## src/hdl/utf8s_pkg.sv

```systemverilog
// shared types and constants for the utf8 sequence sanitizer
// no dependencies; used by utf8s_core, utf8s_fifo and utf8s_top

package utf8s_pkg;

	localparam int unsigned FIFO_DEPTH = 4;
	localparam int unsigned MAX_RES = 3;

	localparam logic [7:0] QMARK = 8'h3f;
	localparam logic [1:0] CONT_TAG = 2'b10;
	localparam logic [3:0] LEAD2_A = 4'hc;
	localparam logic [3:0] LEAD2_B = 4'hd;
	localparam logic [3:0] LEAD3 = 4'he;

	typedef struct packed {
		logic [7:0] data;
		logic       last;
	} utf8s_item_t;

	// results of one input item, up to three
	typedef struct packed {
		logic [1:0]             cnt;
		utf8s_item_t [MAX_RES-1:0] items;
	} utf8s_res_t;

endpackage

```

## src/hdl/utf8s_if.sv

```systemverilog
// valid/ready stream interfaces for the sanitizer input and output bytes
// no dependencies

interface utf8s_in_if;
	logic       valid;
	logic       ready;
	logic [7:0] in_byte;
	logic       in_last;

	modport source (output valid, in_byte, in_last, input ready);
	modport sink (input valid, in_byte, in_last, output ready);
endinterface

interface utf8s_out_if;
	logic       valid;
	logic       ready;
	logic [7:0] out_byte;
	logic       out_last;

	modport source (output valid, out_byte, out_last, input ready);
	modport sink (input valid, out_byte, out_last, output ready);
endinterface

```

## src/hdl/utf8s_core.sv

```systemverilog
// sequence tracker: holds lead and continuation bytes, makes up to three results
// depends on utf8s_pkg

module utf8s_core
	import utf8s_pkg::*;
(
	input  logic       clk,
	input  logic       arst_n,
	input  logic       fire,
	input  logic [7:0] in_byte,
	input  logic       in_last,
	output utf8s_res_t res
);

	logic [1:0] held_q;
	logic       two_q;
	logic [7:0] lead_q;
	logic [7:0] cont_q;

	logic [1:0] nxt_held;
	logic       nxt_two;
	logic [7:0] nxt_lead;
	logic [7:0] nxt_cont;
	logic [1:0] n;
	logic       consumed;
	logic       is_cont;
	utf8s_item_t [MAX_RES-1:0] items;

	assign is_cont = (in_byte[7:6] == CONT_TAG);

	always_comb begin
		items = '0;
		n = 2'd0;
		consumed = 1'b0;
		nxt_held = held_q;
		nxt_two = two_q;
		nxt_lead = lead_q;
		nxt_cont = cont_q;

		if (held_q != 2'd0) begin
			if (is_cont) begin
				consumed = 1'b1;
				if (two_q && held_q == 2'd1) begin
					nxt_cont = in_byte;
					nxt_held = 2'd2;
				end else begin
					items[0] = '{data: lead_q, last: 1'b0};
					n = 2'd1;
					if (held_q == 2'd2) begin
						items[1] = '{data: cont_q, last: 1'b0};
						n = 2'd2;
					end
					items[n] = '{data: in_byte, last: 1'b0};
					n = n + 2'd1;
					nxt_held = 2'd0;
				end
			end else begin
				// broken sequence: every held byte becomes a question mark
				items[0] = '{data: QMARK, last: 1'b0};
				if (held_q == 2'd2)
					items[1] = '{data: QMARK, last: 1'b0};
				n = held_q;
				nxt_held = 2'd0;
			end
		end

		if (!consumed) begin
			case (in_byte[7:4])
				LEAD2_A, LEAD2_B: begin
					nxt_lead = in_byte;
					nxt_two = 1'b0;
					nxt_held = 2'd1;
				end
				LEAD3: begin
					nxt_lead = in_byte;
					nxt_two = 1'b1;
					nxt_held = 2'd1;
				end
				default: begin
					items[n] = '{data: (in_byte[7] ? QMARK : in_byte), last: 1'b0};
					n = n + 2'd1;
				end
			endcase
		end

		if (in_last) begin
			// end of string flushes whatever is still held
			if (nxt_held != 2'd0 && n != 2'd3) begin
				items[n] = '{data: QMARK, last: 1'b0};
				n = n + 2'd1;
			end
			if (nxt_held == 2'd2 && n != 2'd3) begin
				items[n] = '{data: QMARK, last: 1'b0};
				n = n + 2'd1;
			end
			nxt_held = 2'd0;
			if (n != 2'd0)
				items[n - 2'd1].last = 1'b1;
		end

		res.cnt = n;
		res.items = items;
	end

	always_ff @(posedge clk or negedge arst_n) begin
		if (!arst_n) begin
			held_q <= 2'd0;
			two_q <= 1'b0;
			lead_q <= 8'h00;
			cont_q <= 8'h00;
		end else if (fire) begin
			held_q <= nxt_held;
			two_q <= nxt_two;
			lead_q <= nxt_lead;
			cont_q <= nxt_cont;
		end
	end

`ifndef SYNTHESIS
	a_held_range: assert property (@(posedge clk) disable iff (!arst_n)
		held_q != 2'd3)
		else $error("held count out of range");
	a_two_held: assert property (@(posedge clk) disable iff (!arst_n)
		held_q == 2'd2 |-> two_q)
		else $error("two bytes held without a three-byte lead");
	a_last_empties: assert property (@(posedge clk) disable iff (!arst_n)
		fire && in_last |=> held_q == 2'd0)
		else $error("bytes still held after end of string");
`endif

endmodule

```

## src/hdl/utf8s_fifo.sv

```systemverilog
// output queue: takes up to three results at once, hands out one per cycle while tx.ready is high
// depends on utf8s_pkg and utf8s_if

module utf8s_fifo
	import utf8s_pkg::*;
#(
	parameter int unsigned DEPTH = FIFO_DEPTH
) (
	input  logic       clk,
	input  logic       arst_n,
	input  logic       push,
	input  utf8s_res_t res,
	output logic       room,
	utf8s_out_if.source tx
);

	localparam int unsigned PW = $clog2(DEPTH);
	localparam int unsigned CW = $clog2(DEPTH + 1);

	utf8s_item_t      mem_q [DEPTH];
	logic [PW-1:0]    wr_q;
	logic [PW-1:0]    rd_q;
	logic [CW-1:0]    count_q;
	logic             pop;
	logic [CW-1:0]    push_n;

	function automatic logic [PW-1:0] wrap_add(input logic [PW-1:0] p, input logic [1:0] k);
		logic [PW:0] s;
		s = {1'b0, p} + {{(PW - 1){1'b0}}, k};
		if (s >= (PW + 1)'(DEPTH))
			s = s - (PW + 1)'(DEPTH);
		return s[PW-1:0];
	endfunction

	assign room = (count_q <= CW'(DEPTH - MAX_RES));
	assign pop = tx.valid && tx.ready;
	assign push_n = push ? CW'(res.cnt) : '0;

	assign tx.valid = (count_q != '0);
	assign tx.out_byte = mem_q[rd_q].data;
	assign tx.out_last = mem_q[rd_q].last;

	always_ff @(posedge clk) begin
		if (push) begin
			for (int i = 0; i < MAX_RES; i++) begin
				if (2'(i) < res.cnt)
					mem_q[wrap_add(wr_q, 2'(i))] <= res.items[i];
			end
		end
	end

	always_ff @(posedge clk or negedge arst_n) begin
		if (!arst_n) begin
			wr_q <= '0;
			rd_q <= '0;
			count_q <= '0;
		end else begin
			if (push)
				wr_q <= wrap_add(wr_q, res.cnt);
			if (pop)
				rd_q <= wrap_add(rd_q, 2'd1);
			count_q <= count_q + push_n - CW'(pop);
		end
	end

`ifndef SYNTHESIS
	a_no_overflow: assert property (@(posedge clk) disable iff (!arst_n)
		count_q <= CW'(DEPTH))
		else $error("output queue overflow");
	a_push_room: assert property (@(posedge clk) disable iff (!arst_n)
		push |-> room)
		else $error("results pushed without room");
	a_count_track: assert property (@(posedge clk) disable iff (!arst_n)
		push && !pop |=> count_q == $past(count_q) + $past(push_n))
		else $error("queue fill does not follow pushed results");
`endif

endmodule

```

## src/hdl/utf8s_top.sv

```systemverilog
// utf8 sequence sanitizer top level: input register, sequence tracker, output queue
// an accepted item passes the input register, then the output queue, before its first result reaches the output
// throughput: one item per cycle while the output queue holds at most DEPTH - MAX_RES results (one by default);
// an item waits in its input register until the output queue has room for three
// reset (arst_n, asynchronous, active low) empties the queue and drops any held bytes
// depends on utf8s_pkg, utf8s_if, utf8s_core, utf8s_fifo

module utf8_sequence_sanitizer_top
	import utf8s_pkg::*;
#(
	parameter int unsigned DEPTH = FIFO_DEPTH
) (
	input  logic clk,
	input  logic arst_n,
	utf8s_in_if.sink    rx,
	utf8s_out_if.source tx
);

	logic       v_s1;
	logic [7:0] byte_s1;
	logic       last_s1;
	logic       room;
	logic       push;
	utf8s_res_t res;

	assign push = v_s1 && room;
	assign rx.ready = !v_s1 || room;

	always_ff @(posedge clk or negedge arst_n) begin
		if (!arst_n) begin
			v_s1 <= 1'b0;
		end else if (rx.ready) begin
			v_s1 <= rx.valid;
		end
	end

	always_ff @(posedge clk) begin
		if (rx.valid && rx.ready) begin
			byte_s1 <= rx.in_byte;
			last_s1 <= rx.in_last;
		end
	end

	utf8s_core u_core (
		.clk     (clk),
		.arst_n  (arst_n),
		.fire    (push),
		.in_byte (byte_s1),
		.in_last (last_s1),
		.res     (res)
	);

	utf8s_fifo #(
		.DEPTH (DEPTH)
	) u_fifo (
		.clk    (clk),
		.arst_n (arst_n),
		.push   (push),
		.res    (res),
		.room   (room),
		.tx     (tx)
	);

`ifndef SYNTHESIS
	a_stall_holds: assert property (@(posedge clk) disable iff (!arst_n)
		v_s1 && !room |=> v_s1 && $stable(byte_s1) && $stable(last_s1))
		else $error("stalled item lost from input register");
	a_ready_free: assert property (@(posedge clk) disable iff (!arst_n)
		!v_s1 |-> rx.ready)
		else $error("input refused while input register empty");
	a_push_valid: assert property (@(posedge clk) disable iff (!arst_n)
		push |-> v_s1)
		else $error("push without a registered item");
`endif

endmodule
```

## src/flat_wrapper.sv

```systemverilog
// flat-port wrapper written by rule: the top's interface ports become plain ports
module utf8_sequence_sanitizer_top_flat import utf8s_pkg::*;
#(
	parameter int unsigned DEPTH = FIFO_DEPTH
)
  (clk, arst_n, rx_valid, rx_in_byte, rx_in_last, rx_ready, tx_valid, tx_out_byte, tx_out_last, tx_ready);
  utf8s_in_if rx_i ();
  utf8s_out_if tx_i ();
  input  logic clk;
  input  logic arst_n;
  input wire logic [$bits(rx_i.valid)-1:0] rx_valid;
  input wire logic [$bits(rx_i.in_byte)-1:0] rx_in_byte;
  input wire logic [$bits(rx_i.in_last)-1:0] rx_in_last;
  output wire logic [$bits(rx_i.ready)-1:0] rx_ready;
  output wire logic [$bits(tx_i.valid)-1:0] tx_valid;
  output wire logic [$bits(tx_i.out_byte)-1:0] tx_out_byte;
  output wire logic [$bits(tx_i.out_last)-1:0] tx_out_last;
  input wire logic [$bits(tx_i.ready)-1:0] tx_ready;
  assign rx_i.valid = rx_valid;
  assign rx_i.in_byte = rx_in_byte;
  assign rx_i.in_last = rx_in_last;
  assign rx_ready = rx_i.ready;
  assign tx_valid = tx_i.valid;
  assign tx_out_byte = tx_i.out_byte;
  assign tx_out_last = tx_i.out_last;
  assign tx_i.ready = tx_ready;
  utf8_sequence_sanitizer_top #(.DEPTH(DEPTH)) u_core (.clk(clk), .arst_n(arst_n), .rx(rx_i), .tx(tx_i));
endmodule
```

## config.mk

```make
export PLATFORM = sky130hd
export DESIGN_NAME = utf8_sequence_sanitizer_top_flat
export DESIGN_NICKNAME = d
export VERILOG_FILES = /design/src/hdl/utf8s_pkg.sv /design/src/hdl/utf8s_if.sv /design/src/hdl/utf8s_core.sv /design/src/hdl/utf8s_fifo.sv /design/src/hdl/utf8s_top.sv /design/src/flat_wrapper.sv
export SDC_FILE = /design/constraint.sdc
export NUM_CORES = 1
export LEC_CHECK = 0
export BUFFER_PORTS_ARGS = -buffer_cell sky130_fd_sc_hd__buf_2
export CAP_MARGIN = 15
export CORE_MARGIN = 8
export CORE_UTILIZATION = 67
export DETAILED_ROUTE_END_ITERATION = 16
export GPL_TIMING_DRIVEN = 1
export PLACE_DENSITY = 0.85
export SLEW_MARGIN = 20
export SYNTH_ARGS = -nofsm -noshare
export SYNTH_HDL_FRONTEND = slang
export SYNTH_SLANG_ARGS = --single-unit
```

## constraint.sdc

```tcl
create_clock -name clk -period 13.8 [get_ports clk]
set_input_delay 1.38 -clock clk [delete_from_list [all_inputs] [get_ports clk]]
set_output_delay 1.38 -clock clk [all_outputs]
set_load 0.1 [all_outputs]
```

== After elaboration in Yosys (flattened, before gate mapping) ==
Memories as Yosys holds them, arrays and structs flattened.
Index checks and enable logic that the tools add are counted.

* Bits in registers: 36
* Bits in writable memories: 36
* Bits of input ports: 13
* Output and inout port bits: 11
* Word-level logic and storage cells: 160
* Memories kept: 1

* Add/subtract/negate cells: 16
* Magnitude comparators: 19
* Equality and inequality tests: 9
* Multiplexer cells: 75
* Bitwise logic cells: 7
* Reductions and logical operators: 23

{| class="wikitable"
|+ Memories
! name !! words !! bits a word !! rd ports !! clocked after memory_dff !! wr ports !! line !! text
|-
| u_core.u_fifo.mem_q || 4 || 9 || 1 || 0 || 3 || utf8s_fifo.sv:20 || <nowiki>utf8s_item_t mem_q [DEPTH];</nowiki>
|}

{| class="wikitable"
|+ Operator list
! operator !! number
|-
| 27-bit two-way mux || 10
|-
| 9-bit demux with 2-bit select || 5
|-
| 27-bit bitwise mux || 3
|-
| 9-bit two-way mux || 9
|-
| 2-bit two-way mux || 32
|-
| 18-bit OR || 2
|-
| 9-bit AND || 2
|-
| 18-bit two-way mux || 1
|-
| 9-bit NOT || 2
|-
| 2-bit by 3-bit less-than comparator with 1-bit output (second input constant) || 5
|-
| 7-bit two-way mux || 2
|-
| 4-bit equality test (second input constant) || 3
|-
| 3-bit >= comparator (second input constant) || 4
|-
| 1-bit two-way mux || 12
|-
| 2-bit by 1-bit subtractor with 2-bit output (second input constant) || 6
|-
| 1-bit logical AND || 11
|-
| 2-bit by 1-bit >= comparator with 1-bit output (second input constant) || 5
|-
| 2-bit by 1-bit adder with 2-bit output (second input constant) || 4
|-
| 2-bit nonzero test || 4
|-
| 2-bit by 1-bit adder with 3-bit output (second input constant) || 2
|-
| 2-bit equality test (second input constant) || 3
|-
| 3-bit AND reduction || 2
|-
| 1-bit by 2-bit less-than comparator with 1-bit output (first input constant) || 2
|-
| 2-bit inequality test (second input constant) || 2
|-
| 16 further kinds || 16
|}

== Depth between registers and ports, before layout ==
Gate-level depths: netlist (run 1).

* Depth after elaboration: 28
* Mapped depth: 24

== Cells and area by module ==
From an unflattened synthesis (run 1), not the netlist that was laid out.

* Cell total of the unflattened synthesis: 401
* Area, all modules: 4800.9 µm²

{| class="wikitable"
|+ Modules (own cells, without submodules)
! module !! times used !! cells an instance !! area an instance (µm²) !! sequential area each (µm²)
|-
| utf8s_fifo || 1 || 177 || 2770.2 || 1256.2
|-
| utf8s_core || 1 || 210 || 1700.4 || 475.5
|-
| utf8_sequence_sanitizer_top || 1 || 14 || 330.3 || 295.3
|}

== Least setup slack after synthesis (run 1) ==
Ideal clock, no wire load.

* Path kind: register -> register
* From: reg u_core.byte_s1[6]
* To: mem u_core.u_fifo.mem_q[0][0] (netlist bit) (enable)
* Library setup time: 390 ps
* Arrival time: 4263 ps
* Slack: 9147 ps
* Cell stages (with the launch flop): 21
* Clock period less this slack: 4653 ps
* Path through: edfxtp_1 -> nand2b_1 -> buf_2 -> buf_1 -> nor2_1 -> nor2_1 -> ha_1 -> a31oi_1 -> a211o_1 -> buf_4 -> ha_1 -> buf_1 -> inv_1 -> nor2_1 -> a21oi_1 -> a21o_1 -> ha_1 -> a41oi_1 -> o2bb2ai_1 -> o21ai_0 -> a211oi_1

{| class="wikitable"
|+ RTL lines
! element !! line !! text
|-
| from (decl) || utf8s_top.sv:20 || <nowiki>logic [7:0] byte_s1;</nowiki>
|-
| from (signal assigned) || utf8s_top.sv:39 || <nowiki>byte_s1 <= rx.in_byte;</nowiki>
|-
| to (decl) || utf8s_fifo.sv:20 ||
|}

==> results of run 1 <==
## routing by layer
metal / up-vias / GRT usage (%)
li1: 1678 / -
met1: 1650 / 31.5
met2: 128 / 35.3
met3: 17 / 3.74
met4: 0 / 9.08
met5: - / 0
## how the worst max path moves through the flow
stage / from / to / slack [ps] / cells past startpoint
after floorplan: u_core.byte_s1[6] / u_core.u_fifo.mem_q[0][0] / 9150 / 20
after global placement: u_core.byte_s1[7] / u_core.u_fifo.mem_q[1][2] / 8420 / 18
after detailed placement: u_core.byte_s1[7] / u_core.u_fifo.mem_q[1][3] / 8240 / 18
after CTS: u_core.byte_s1[7] / u_core.u_fifo.mem_q[1][3] / 8230 / 18
after global routing: u_core.byte_s1[7] / u_core.u_fifo.mem_q[1][4] / 7800 / 18
final: u_core.byte_s1[7] / u_core.u_fifo.mem_q[1][3] / 8160 / 18
## registers in the layout (all words and copies together) (netlist names)
name and flops:
u_core.u_core.two_q 1, u_core.byte_s1 8, u_core.u_fifo.rd_q 2, u_core.u_core.lead_q 8, u_core.u_fifo.wr_q 2, u_core.u_core.cont_q 8, u_core.last_s1 1, u_core.v_s1 1
u_core.u_fifo.count_q 3, u_core.u_core.held_q 2, u_core.u_fifo.mem_q 36
## layout make-up
| class | count | area (µm²) |
|---|---|---|
| sequential | 72 | 2030 |
| multi-input combinational | 339 | 2480 |
| inverter | 16 | 60.1 |
| clock buffer | 9 | 124 |
| clock inverter | 7 | 80.1 |
| fill | 480 | 1770 |
| timing repair buffer | 25 | 130 |
| tap | 96 | 120 |
## cell usage after synthesis, types with 3 or more instances
cell type,n,area (µm²)
sky130_fd_sc_hd__and2_1,7,43.8
sky130_fd_sc_hd__mux2_2,14,158
sky130_fd_sc_hd__nor3_1,5,25.0
sky130_fd_sc_hd__nor2_1,49,184
sky130_fd_sc_hd__clkbuf_1,6,22.5
sky130_fd_sc_hd__buf_2,12,60.1
sky130_fd_sc_hd__buf_4,4,30.0
sky130_fd_sc_hd__nand2_1,38,143
sky130_fd_sc_hd__edfxtp_1,45,1350
sky130_fd_sc_hd__o21ai_0,37,185
sky130_fd_sc_hd__or2_2,3,18.8
sky130_fd_sc_hd__nand3_1,5,25.0
sky130_fd_sc_hd__o21a_1,17,128
sky130_fd_sc_hd__buf_1,4,15.0
sky130_fd_sc_hd__nand2b_1,10,62.6
sky130_fd_sc_hd__a21o_1,5,37.5
sky130_fd_sc_hd__dfrtp_1,27,676
sky130_fd_sc_hd__mux4_2,9,203
sky130_fd_sc_hd__a21oi_1,16,80.1
sky130_fd_sc_hd__mux2i_1,39,390
sky130_fd_sc_hd__nor2b_1,3,18.8
sky130_fd_sc_hd__and3_1,3,18.8
sky130_fd_sc_hd__xnor2_1,6,52.6
sky130_fd_sc_hd__ha_1,13,163
sky130_fd_sc_hd__a211oi_1,7,52.6
sky130_fd_sc_hd__inv_1,15,56.3
sky130_fd_sc_hd__a31oi_1,3,18.8
## through the flow
stage / hold slack [ps] / worst slack, ps
after detailed placement: 459 / 8240
after global routing: 513 / 7800
final: 471 / 8160
after floorplan: 434 / 9150
after global placement: 451 / 8420
after CTS: 475 / 8230
## cells by family (layout without fill, tap and decap cells)
| kind of cell | after synthesis | in the layout | synth area share (%) |
|---|---|---|---|
| DFF | 72 | 72 | 42.9 |
| muxes | 65 | 65 | 16.8 |
| xor gates and xnor gates | 8 | 8 | 1.48 |
| AOI/OAI and AO/OA | 114 | 114 | 16.3 |
| buffers and inverters | 44 | 57 | 4.45 |
| adders and majority gates | 14 | 14 | 3.87 |
| and+or+nand+nor | 138 | 138 | 14.2 |
## power groups by stage
stage	clock, mW	combinational, mW	sequential, mW
floorplan	0	0.600	0.351
global placement	0	0.674	0.394
detailed placement	0	0.688	0.398
CTS	0.172	0.692	0.393
global route	0.181	0.750	0.404
finish	0.171	0.697	0.393
==> out/summary.md, run 1 <==
The clock power share was 13.5%. The tools report the endpoint kind of the worst setup timing path as a flop. The logs give 564 for the post-layout instance count excluding filler cells and 0 for the post-CTS setup buffer count. The signal on the critical path passes through nand2b_1, nor2_1, nor2_1, ha_1, a31oi_1, a211o_1, ha_1, inv_1, nor2_1, a21oi_1, a21o_1, ha_1, a41oi_1, a2111oi_0, a21oi_1, buf_4, nor2_1, o21ai_0. The fraction of registers with async set or reset after synthesis came out at 37.5%. The library cell used most frequently in the layout, excluding fill and tap cells, is sky130_fd_sc_hd__nor2_1. The placed instances occupy a cell area of 4820 µm². TritonCTS built the clock tree. The slowest stage of the critical path is the sky130_fd_sc_hd__nor2_1 cell.

The slew at the pin closest to its max-slew limit works out to 911 ps. 24 I/O pins were placed. The number of max-slew violations in the final report came out at 0. Dividing the detail-routed via count by the number of cells gives 6.16.

The critical path contains buffers and inverters numbering 2 combined. The run gives 0 ps as the setup TNS. The layout cell share with drive strength beyond 1 works out to 17.5%. The number of nets handed over by synthesis was 482. In the final routed layout, each cell accounts on average for 19.1 µm. The most used flip-flop cell after synthesis is sky130_fd_sc_hd__edfxtp_1.

The longest individual stage delay on the worst path is 700 ps. In the final design database the tool counted 490 nets. The final cycle utilization of the critical path came out at 40.9%.

Summed over all cells, the static leakage comes to 2.10 nW. The region available for standard cell placement spans 6790 µm². IR analysis of the VDD net gives a maximum drop of 205 µV. The time the worst path needs with I/O delays and setup is 5640 ps, and the cell internal power dissipation is 0.638 mW. The number of DRC violations after detailed-routing iteration 0 came out at 243. Counting every sink on the clock net gives 72.

The count of buffers added on input and output ports is 23. At the end of routability-driven placement, the weighted congestion stood at 0.980. Dividing the synthesized area by the synthesized cell count gives 10.4 µm². The run finished with clean final reports. The arrival time at the worst endpoint is 5680 ps. For this block, wires on met1 add up to 5.07 mm. The run gives 69.5% as the starting utilization of the core area. Setup slack on the worst reg-to-reg path comes out at 8160 ps. The tools report the critical register-to-register path startpoint as u_core.byte_s1[7]. The detailed router placed 3,473 vias in this run.

The logs give 30 for the number of placement rows and 0 for the number of setup violations in the final report. The global-route wire length before repair was 18.1 mm. Registers are responsible for 31.2% of the overall power. The aggregate global-route resource usage came out at 22.9%.

The top layer used by detailed routing is met4. In this run the remaining antenna-violating nets after routing total 0. The quantity of hold-fixing buffers added after cts was 0; the total instance count after detailed placement was 548. The first detailed-routing pass took 5 iterations. Entering global routing, the biggest net connects 28 pins. Setup repair after global routing left no endpoint under its margin. The final design utilization is 73.9%. The netlist uses 65 different library cells. In the layout the commonest cells are sky130_fd_sc_hd__nor2_1 (49), sky130_fd_sc_hd__edfxtp_1 (45), sky130_fd_sc_hd__mux2i_1 (39), sky130_fd_sc_hd__nand2_1 (38), sky130_fd_sc_hd__o21ai_0 (37).

Estimated wirelength of the detail-placed design: 8.19 mm. The logs give 0 for the max-cap check violation count and 0.622 mW for the switching power. Net switching is 49.4% of the power. In this run the number of H-tree levels came out at 3. The worst setup skew after layout is 6.43 ps. After clock tree synthesis, the clock-pin slew on the worst setup and hold paths is 80 ps.

The path class of the tightest hold or removal check is reg -> reg. The total design power came out at 1.26 mW. Chip width: 99.9 µm. Summing all non-filler instances in the final layout gives an area of 5020 µm².

The number of antenna diodes in the final layout is 0. STA puts the critical path data required time at 13,840 ps. The sequential cell area fraction in the yosys report came out at 42.9%. The largest driver fanout on the critical path is 17. The die covers 9990 µm². The wire length after detailed routing is 10.8 mm.

In this run the vertical extent of the chip is 99.9 µm. The run gives 4720 µm² as the cell area after technology mapping. The share of total power dissipated in combinational logic is 55.3%. The cell repeated most along the worst path was sky130_fd_sc_hd__nor2_1. Counting every instance in the synthesized netlist gives 455. The clock passes through at most 2 buffers. The flip-flop and latch count after synthesis is 72. The worst setup path is launched from a flop. The run gives 0 as the number of antenna violations at the first check in global routing. Wire segments on met2 add up to 4.97 mm in the final route. Compared with the post-synthesis result, the final layout area differs by 6.44%. Worst setup path category: reg -> reg.

The number of remaining DRC errors came out at 0. Broken down by cell family, the worst path's largest delay share belongs to compound AO/OA/AOI/OAI gates. Final global-route overflow total: 0. In the detailed route, the total length drawn on met3 is 528 µm. Based on the critical path, the design can be clocked at up to 0.177 GHz. The run gives 0 as the number of endpoints with negative hold slack in the final report.

In this run the critical register-to-register path is captured at u_core.u_fifo.mem_q[1][3]. Clock tree synthesis inserted a total of 9 buffers. Via count of the first global-routing pass: 3,547. The number of flops mapped to enable cells by yosys works out to 45.

In this run the power density over the cells is 251 nW/µm². Count of cells along the worst hold path: 1. The tree is rooted in a sky130_fd_sc_hd__clkbuf_8.

Post-CTS repair changed the size of 0 cells. The worst hold path terminates at u_core.u_core.cont_q[7]. The logs give 360 ps for the clock latency on the worst-skew pair and 39.1% for the worst slew slack as a fraction of its limit.

For this run, the number of Yosys warnings is 0. The startpoint of the worst hold path is u_core.u_core.cont_q[7]. Counting cells, the worst reg-to-reg path comes to 18.
Note: power is estimated with default switching activity, not from simulation.
==> inputs of run 2 (changes only) <==
- CORE_UTILIZATION: 67 -> 56
- PLACE_DENSITY: 0.85 -> 0.76
- clock period: 13.8 -> 4.55 ns (I/O delays scaled with it)
==> run 2 against run 1 <==
Net effect:
- sequential cell count did not move
- via count rose by 1.5%
- maximum frequency is 30% higher
- die area increased by 16%
- clock power grew to 3.3 times the previous value
- critical endpoint is now u_core.u_fifo.mem_q[2][2]
- cell count increased by 5.0%
- power grew to 3.1 times the previous value
- cell area increased by 3.7%
- non-clock buffer count up 19
- worst setup slack lost 8000 ps
- wire length up 0.45%
==> out/summary.md, run 2 (synthesis gave the netlist of run 1 again) <==
The worst setup path is of the reg -> reg kind. TritonCTS built the clock tree. Headroom to the max-slew limit came out at 41.4%. The clock root buffer is sky130_fd_sc_hd__clkbuf_8. Endpoint kind of the worst setup timing path: a flop. The tools report the number of setup violations in the final report as 0. Detailed placement ended at an HPWL of 8.22 mm.

In the global route stage, overall resource usage came out at 19.6%. OpenSTA, run right after detailed placement, puts the worst setup slack at 181 ps. For the pin with the worst max-slew slack, the measured transition is 875 ps.

The floorplan has 33 rows. The number of primary I/O pins was 24; the fmax was 0.230 GHz. Once the floorplan was initialized, standard cells occupied 57.7% of the core. Combinational logic is responsible for 55.6% of the overall power.

Counting flops per register, the top entry is u_core.u_fifo.mem_q. Setup slack on the critical path of the routed design comes to 202 ps. The type of the worst min-delay path was in -> async.

At the end of routability-driven placement, the weighted congestion stood at 0.956. The area of the die was 11,600 µm². The count of port buffers added during placement was 23; the final net count was 509. The arrival time at the worst endpoint was 4410 ps; the number of antenna violations at the first check in global routing was 0. Cells with a size suffix above 1 make up 21.1% of the layout. The first global-routing pass estimated 18.0 mm of wire. The run gives 1.89 mW as the switching power. In this run the number of H-tree levels came out at 3. The tools report the clock power share as 14.4%. Leaving out fill and tap cells, the most frequent cells in the layout are sky130_fd_sc_hd__nor2_1 (49), sky130_fd_sc_hd__edfxtp_1 (45), sky130_fd_sc_hd__mux2i_1 (39), sky130_fd_sc_hd__nand2_1 (38), sky130_fd_sc_hd__o21ai_0 (37).

The worst register-to-register path has a depth of 17. The clock latency on the worst-skew pair is 350 ps. The register share of total power came out at 30.0%.

Via count: 3,526. The first detailed-routing pass ran for 4 iterations. After the first detailed-routing iteration, the DRC count stood at 217. The number of diodes added for antenna fixing was 0.

Counting every sink on the clock net gives 72. The internal portion of the total power is 2.04 mW. The tools report the number of remaining DRC errors as 0.

The clock passes through at most 2 buffers. For the final global-route overflow total, the log shows 0. Worst flop-to-flop path endpoint: u_core.u_fifo.mem_q[2][2].

Summed over all cells, the static leakage comes to 2.20 nW. The clock-pin slew of the registers on the worst-case setup and hold paths was 80 ps. Net switching is 48.2% of the power. Compared with the post-synthesis result, the final layout area differs by 10.4%. Across the VDD grid, the largest voltage drop is 437 µV.

In this run, CTS created clock tree buffers numbering 9. For this design the ratio of total power to cell area is 754 nW/µm². The commonest non-fill, non-tap cell in the layout is sky130_fd_sc_hd__nor2_1. The chip width came out at 108 µm.

In this run the vertical extent of the chip is 108 µm. Using the TritonRoute via totals, the vias-per-cell ratio works out to 5.96. The flip-flop count of the largest register, all copies and words added was 36. The via count of the first global-routing pass came out at 3,474. In this run the remaining antenna-violating nets after routing total 0. The number of max-slew violations in the final report is 0. The run finished with clean final reports. The number of endpoints with negative hold slack in the final report is 0.

The layout has 662 filler cells. Along the worst path, the maximum fanout reaches 13. The region available for standard cell placement spans 8180 µm².

Data on the critical path is required at its endpoint by 4610 ps. Measured on the finished design, the core utilization comes to 63.7%. The max-cap check violation count was 0.

In this run the critical register-to-register path is launched from u_core.u_core.held_q[1]. After layout, the minimum clock period comes to 4350 ps. The routed design has 10.8 mm of wire.

The average wire per cell in the routed design is 18.3 µm, and the largest net degree at the start of global routing is 28. Clock skew on the completed layout was measured at 14.0 ps. The tools report the kind of launch point of the worst setup path as a flop.

The worst path uses 95.6% of the clock period. The worst register-to-register path has a setup slack of 200 ps.
==> run 2: critical path, cell delays in order (launching register included) <==
cell	delay, ps
sky130_fd_sc_hd__dfrtp_2	470
sky130_fd_sc_hd__inv_1	150
sky130_fd_sc_hd__nor2_1	80
sky130_fd_sc_hd__nand2_1	130
sky130_fd_sc_hd__nand2_1	80
sky130_fd_sc_hd__ha_1	280
sky130_fd_sc_hd__a31oi_1	40
sky130_fd_sc_hd__a211o_1	290
sky130_fd_sc_hd__buf_4	180
sky130_fd_sc_hd__ha_1	360
sky130_fd_sc_hd__a21o_1	220
sky130_fd_sc_hd__ha_1	300
sky130_fd_sc_hd__a31oi_1	130
sky130_fd_sc_hd__nor4_4	330
sky130_fd_sc_hd__a31oi_4	110
sky130_fd_sc_hd__nand3b_1	570
sky130_fd_sc_hd__nor2_1	260
sky130_fd_sc_hd__a21oi_1	80
==> run 2: area by class of cell <==
| type | instances | area [µm²] | area share (%) |
|---|---|---|---|
| well taps | 105 | 131 | 2.52 |
| repair buffers | 44 | 273 | 5.23 |
| clock buffers | 10 | 128 | 2.45 |
| clock inverters | 6 | 90.1 | 1.73 |
| inverters | 16 | 60.1 | 1.15 |
| multi-input cells | 339 | 2500 | 48.0 |
| flip-flops and latches | 72 | 2030 | 38.9 |
==> run 2: repair_timing <==
action | in CTS | in global routing
gates resized for setup | 0 | 4
endpoints found under the setup margin | 0 | 24
hold buffers | 0 | 0
setup buffers | 0 | 2
==> run 2: worst max path at each step <==
stage,startpoint,end,slack [ps],cells past startpoint
after global placement,u_core.u_core.held_q[1],u_core.u_fifo.count_q[2],240,19
after global routing,u_core.u_core.held_q[1],u_core.u_fifo.count_q[2],-3,19
after detailed placement,u_core.u_core.held_q[1],u_core.u_fifo.count_q[2],180,21
after CTS,u_core.u_core.held_q[1],u_core.u_fifo.mem_q[2][2],140,19
final,u_core.u_core.held_q[1],u_core.u_fifo.mem_q[2][2],200,17
after floorplan,u_core.byte_s1[6],u_core.u_fifo.count_q[2],80,24
==> run 2: routing by layer <==
metal	track usage (%)	wire length (µm)	up-vias
li1	-	-	1716
met1	25.7	4850	1677
met2	31.2	5140	116
met3	3.29	624	17
met4	8.33	216	0
met5	0	0	-
==> run 2: power by group through the flow <==
stage / sequential [mW] / clock, mW / combinational [mW]
floorplan: 1.06 / 0 / 1.82
global placement: 1.18 / 0 / 2.11
detailed placement: 1.19 / 0 / 2.15
CTS: 1.18 / 0.575 / 2.17
global route: 1.21 / 0.593 / 2.37
finish: 1.18 / 0.567 / 2.19
==> run 2: metrics by stage <==
stage                     hold slack, ps  instance area, µm²  power, mW  setup TNS, ps  std cells
after floorplan                      159                4730       2.89              0        455
after global placement               454                4960       3.28              0        574
after detailed placement             452                4960       3.34              0        574
after CTS                            144                5180       3.92              0        590
after global routing                 176                5210       4.17          -3.34        592
final                                116                5210       3.93              0        592
==> inputs of run 3 (changes only) <==
--- a/config.mk
+++ b/config.mk
@@ -10,7 +10,6 @@
 export CORE_MARGIN = 8
-export CORE_UTILIZATION = 56
+export CORE_UTILIZATION = 67
 export DETAILED_ROUTE_END_ITERATION = 16
 export GPL_TIMING_DRIVEN = 1
-export PLACE_DENSITY = 0.76
-export SLEW_MARGIN = 20
+export PLACE_DENSITY = 0.85
 export SYNTH_ARGS = -nofsm -noshare
==> constraint.sdc (replaced) <==
create_clock -name clk -period 5.2 [get_ports clk]
set_input_delay 1.04 -clock clk [delete_from_list [all_inputs] [get_ports clk]]
set_output_delay 1.04 -clock clk [all_outputs]
set_load 0.1 [all_outputs]
==> run 3 against run 2 <==
Net effect:
- clock power shrank 11%
- sequential cell count did not move
- sequential power shrank 12%
- cell area shrank 1.6%
- critical endpoint is now u_core.u_fifo.mem_q[1][4]
==> out/summary.md, run 3 (synthesis gave the netlist of run 1 again) <==
The area of the die came out at 9990 µm². Once the clock tree was built, the setup fixing pass inserted 0 buffers. The setup slack at placement was 468 ps. For this run, the post-layout net count is 501. Total power for the finished layout comes to 3.44 mW. The peak ir drop on the vdd network is 410 µV. The critical path contains buffers and inverters numbering 3 combined. For this design the top-level I/O count stands at 24.

For this block, the initial DRC count from the detailed router was 196. Placeable core region: 6790 µm². Endpoint kind of the worst setup timing path: a flop. The slack of the worst reg-to-reg path came out at 340 ps.

The run finished with clean final reports. The count of cell instances traversed by the critical path is 19. Max-cap violations in this run came to 0. In the layout the commonest cells are sky130_fd_sc_hd__nor2_1 (49), sky130_fd_sc_hd__edfxtp_1 (45), sky130_fd_sc_hd__mux2i_1 (39), sky130_fd_sc_hd__nand2_1 (38), sky130_fd_sc_hd__o21ai_0 (37).

For the met1 track demand over resource in global routing, the log shows 28.9%. Buffers inserted during clock tree synthesis total 9. The data required time at the worst endpoint came out at 5260 ps. For the static leakage, the log shows 2.16 nW. TritonCTS built the clock tree. The number of antenna violations at the first check in global routing was 0. The logs give 41.4% for the worst slew slack as a fraction of its limit and 0 for the number of diodes added for antenna fixing. The tools report the number of max-slew violations in the final report as 0.

In this run the most used layer during global routing was met2. The most critical setup path has its startpoint at u_core.u_core.held_q[1]. The number of cells on the worst reg-to-reg path is 19.

The first global-routing pass estimated 17.9 mm of wire. The critical register-to-register path startpoint was u_core.u_core.held_q[1]. The starting utilization of the core area is 69.5%. Average wire per cell in the routed design: 19.2 µm. The tree is rooted in a sky130_fd_sc_hd__clkbuf_8. The flip-flop and latch area is 2030 µm², and the largest driver fanout on the critical path is 13. The register with the most flip-flops in the layout has 36 of them. The critical path in this run is classified as reg -> reg. The worst setup skew after layout is 11.5 ps, and the arrival time at the worst endpoint is 4930 ps.

Once detail routing completed, the nets flagged for antenna violations numbered 0. Fmax: 0.206 GHz. Via count of the first global-routing pass: 3,514.

Setup repair after global routing left no endpoint under its margin. In the routed design, unresolved DRC markers number 0. The post-layout instance count excluding filler cells is 575, and the global routing usage on met3 is 4.64%. The worst setup path is launched from a flop. The first TritonRoute pass finished after 4 iterations. Counting along the longest clock path gives a buffer depth of 2.

More flip-flops sit in one register than any other, and that register is u_core.u_fifo.mem_q. Layout cell share with drive strength beyond 1: 19.0%. Measured along the y axis, the die boundary spans 99.9 µm. The tightest min-delay check is of the reg -> reg type. Time the worst path needs with I/O delays and setup: 4860 ps.

The count of port buffers added during placement was 23. The slowest stage of the critical path belongs to the cell sky130_fd_sc_hd__nor2_1. Setup violations remaining at the end of the flow were counted as 0. Once placement completed, the tool counted placed cells totaling 559. The power density over the cells works out to 671 nW/µm².

Summing all multi-input logic gate instances after layout gives 2480 µm². Row generation in the floorplan step produced 30 rows. For this run the aggregate overflow at the end of global routing stands at 0. The area growth from synthesis to layout is 8.70%. Hold is met by 478 ps. At the pin with the least slew margin, the transition time is 875 ps. At the later pin of the worst-skew pair, clock insertion delay measures 350 ps. The HPWL after detailed placement is 7.98 mm. The die is 99.9 µm wide. The tree built by TritonCTS fans out to 72 sinks. Setup TNS: 0 ps. Largest net degree at the start of global routing: 28.

The met2 track demand over resource was 38.1%; the aggregate global-route resource usage was 22.7%. The final critical path takes up 93.5% of the cycle. The tools report the worst flop-to-flop path endpoint as u_core.u_fifo.mem_q[1][4].

The number of hold buffers added after CTS was 0. The number of endpoints with negative hold slack in the final report was 0. After clock tree synthesis, the repair step resized 0 gates. In this run the number of H-tree levels came out at 3. In the routed layout, each cell is associated on average with a via count of 6.21. Counting the fill cells in the layout gives 471. Clock-pin slew of the registers on the worst-case setup and hold paths: 80 ps.

The critical path goes through inv_1, nor2_1, buf_4, nand2_1, nand2_1, ha_1, a31oi_1, a211o_1, ha_1, inv_1, nor2_1, a21oi_1, a21o_1, ha_1, a41oi_1, a2111oi_0, a21oi_1, nor2_1, o21ai_0. The run gives 3,572 as the via count. The critical path ends at u_core.u_fifo.mem_q[1][4]. Among cell families on the critical path, the largest total delay comes from compound AO/OA/AOI/OAI gates. At the end of routability-driven placement, the weighted congestion stood at 0.982. The tools report the wire length after detailed routing as 11.0 mm.

Leaving out fill and tap cells, the most frequent cell in the layout is sky130_fd_sc_hd__nor2_1. The largest single stage delay on the critical path is 720 ps. Setup slack closes at 339 ps.
## run 3: per-layer routing
layer / vias up / routed length (µm)
li1: 1700 / -
met1: 1704 / 4960
met2: 144 / 5250
met3: 24 / 637
met4: 0 / 173
met5: - / 0
## run 3: report_power, final
group          internal, mW  switching [mW]  total [mW]
Clock                 0.281           0.220       0.502
Sequential            0.866           0.170        1.04
Combinational         0.629            1.27        1.90
## run 3: through the flow
| stage | cell area (µm²) | utilization, % |
|---|---|---|
| floorplan | 4720 | - |
| detailed placement | 4900 | 72.2 |
| CTS | 5130 | 75.5 |
| finish | 5130 | 75.5 |
| global placement | 4900 | 72.2 |
| global route | 5130 | 75.5 |
## run 3: worst min path at each step
| stage | start | endpoint | depth (start not counted) |
|---|---|---|---|
| floorplan | u_core.u_core.cont_q[7] | u_core.u_core.cont_q[7] | 1 |
| global placement | u_core.u_core.cont_q[7] | u_core.u_core.cont_q[7] | 1 |
| detailed placement | u_core.u_core.cont_q[7] | u_core.u_core.cont_q[7] | 1 |
| CTS | u_core.u_core.cont_q[7] | u_core.u_core.cont_q[7] | 1 |
| global route | u_core.u_core.cont_q[7] | u_core.u_core.cont_q[7] | 1 |
| finish | u_core.u_core.cont_q[7] | u_core.u_core.cont_q[7] | 1 |
## run 3: cell type report
type	count	share of cell area (%)
Multi-Input combinational cell	339	48.4
Sequential cell	72	39.5
Timing Repair Buffer	36	4.15
Clock buffer	13	3.54
Tap cell	96	2.34
Inverter	16	1.17
Clock inverter	3	0.902
## run 3: worst register-to-register path: stages, from the launching register on
cell and delay [ps]:
sky130_fd_sc_hd__dfrtp_1 480, sky130_fd_sc_hd__inv_1 170, sky130_fd_sc_hd__nor2_1 60, sky130_fd_sc_hd__buf_4 160
sky130_fd_sc_hd__nand2_1 100, sky130_fd_sc_hd__nand2_1 80, sky130_fd_sc_hd__ha_1 290, sky130_fd_sc_hd__a31oi_1 150
sky130_fd_sc_hd__a211o_1 150, sky130_fd_sc_hd__ha_1 300, sky130_fd_sc_hd__inv_1 180, sky130_fd_sc_hd__nor2_1 130
sky130_fd_sc_hd__a21oi_1 50, sky130_fd_sc_hd__a21o_1 210, sky130_fd_sc_hd__ha_1 320, sky130_fd_sc_hd__a41oi_1 140
sky130_fd_sc_hd__a2111oi_0 420, sky130_fd_sc_hd__a21oi_1 210, sky130_fd_sc_hd__nor2_1 720, sky130_fd_sc_hd__o21ai_0 240
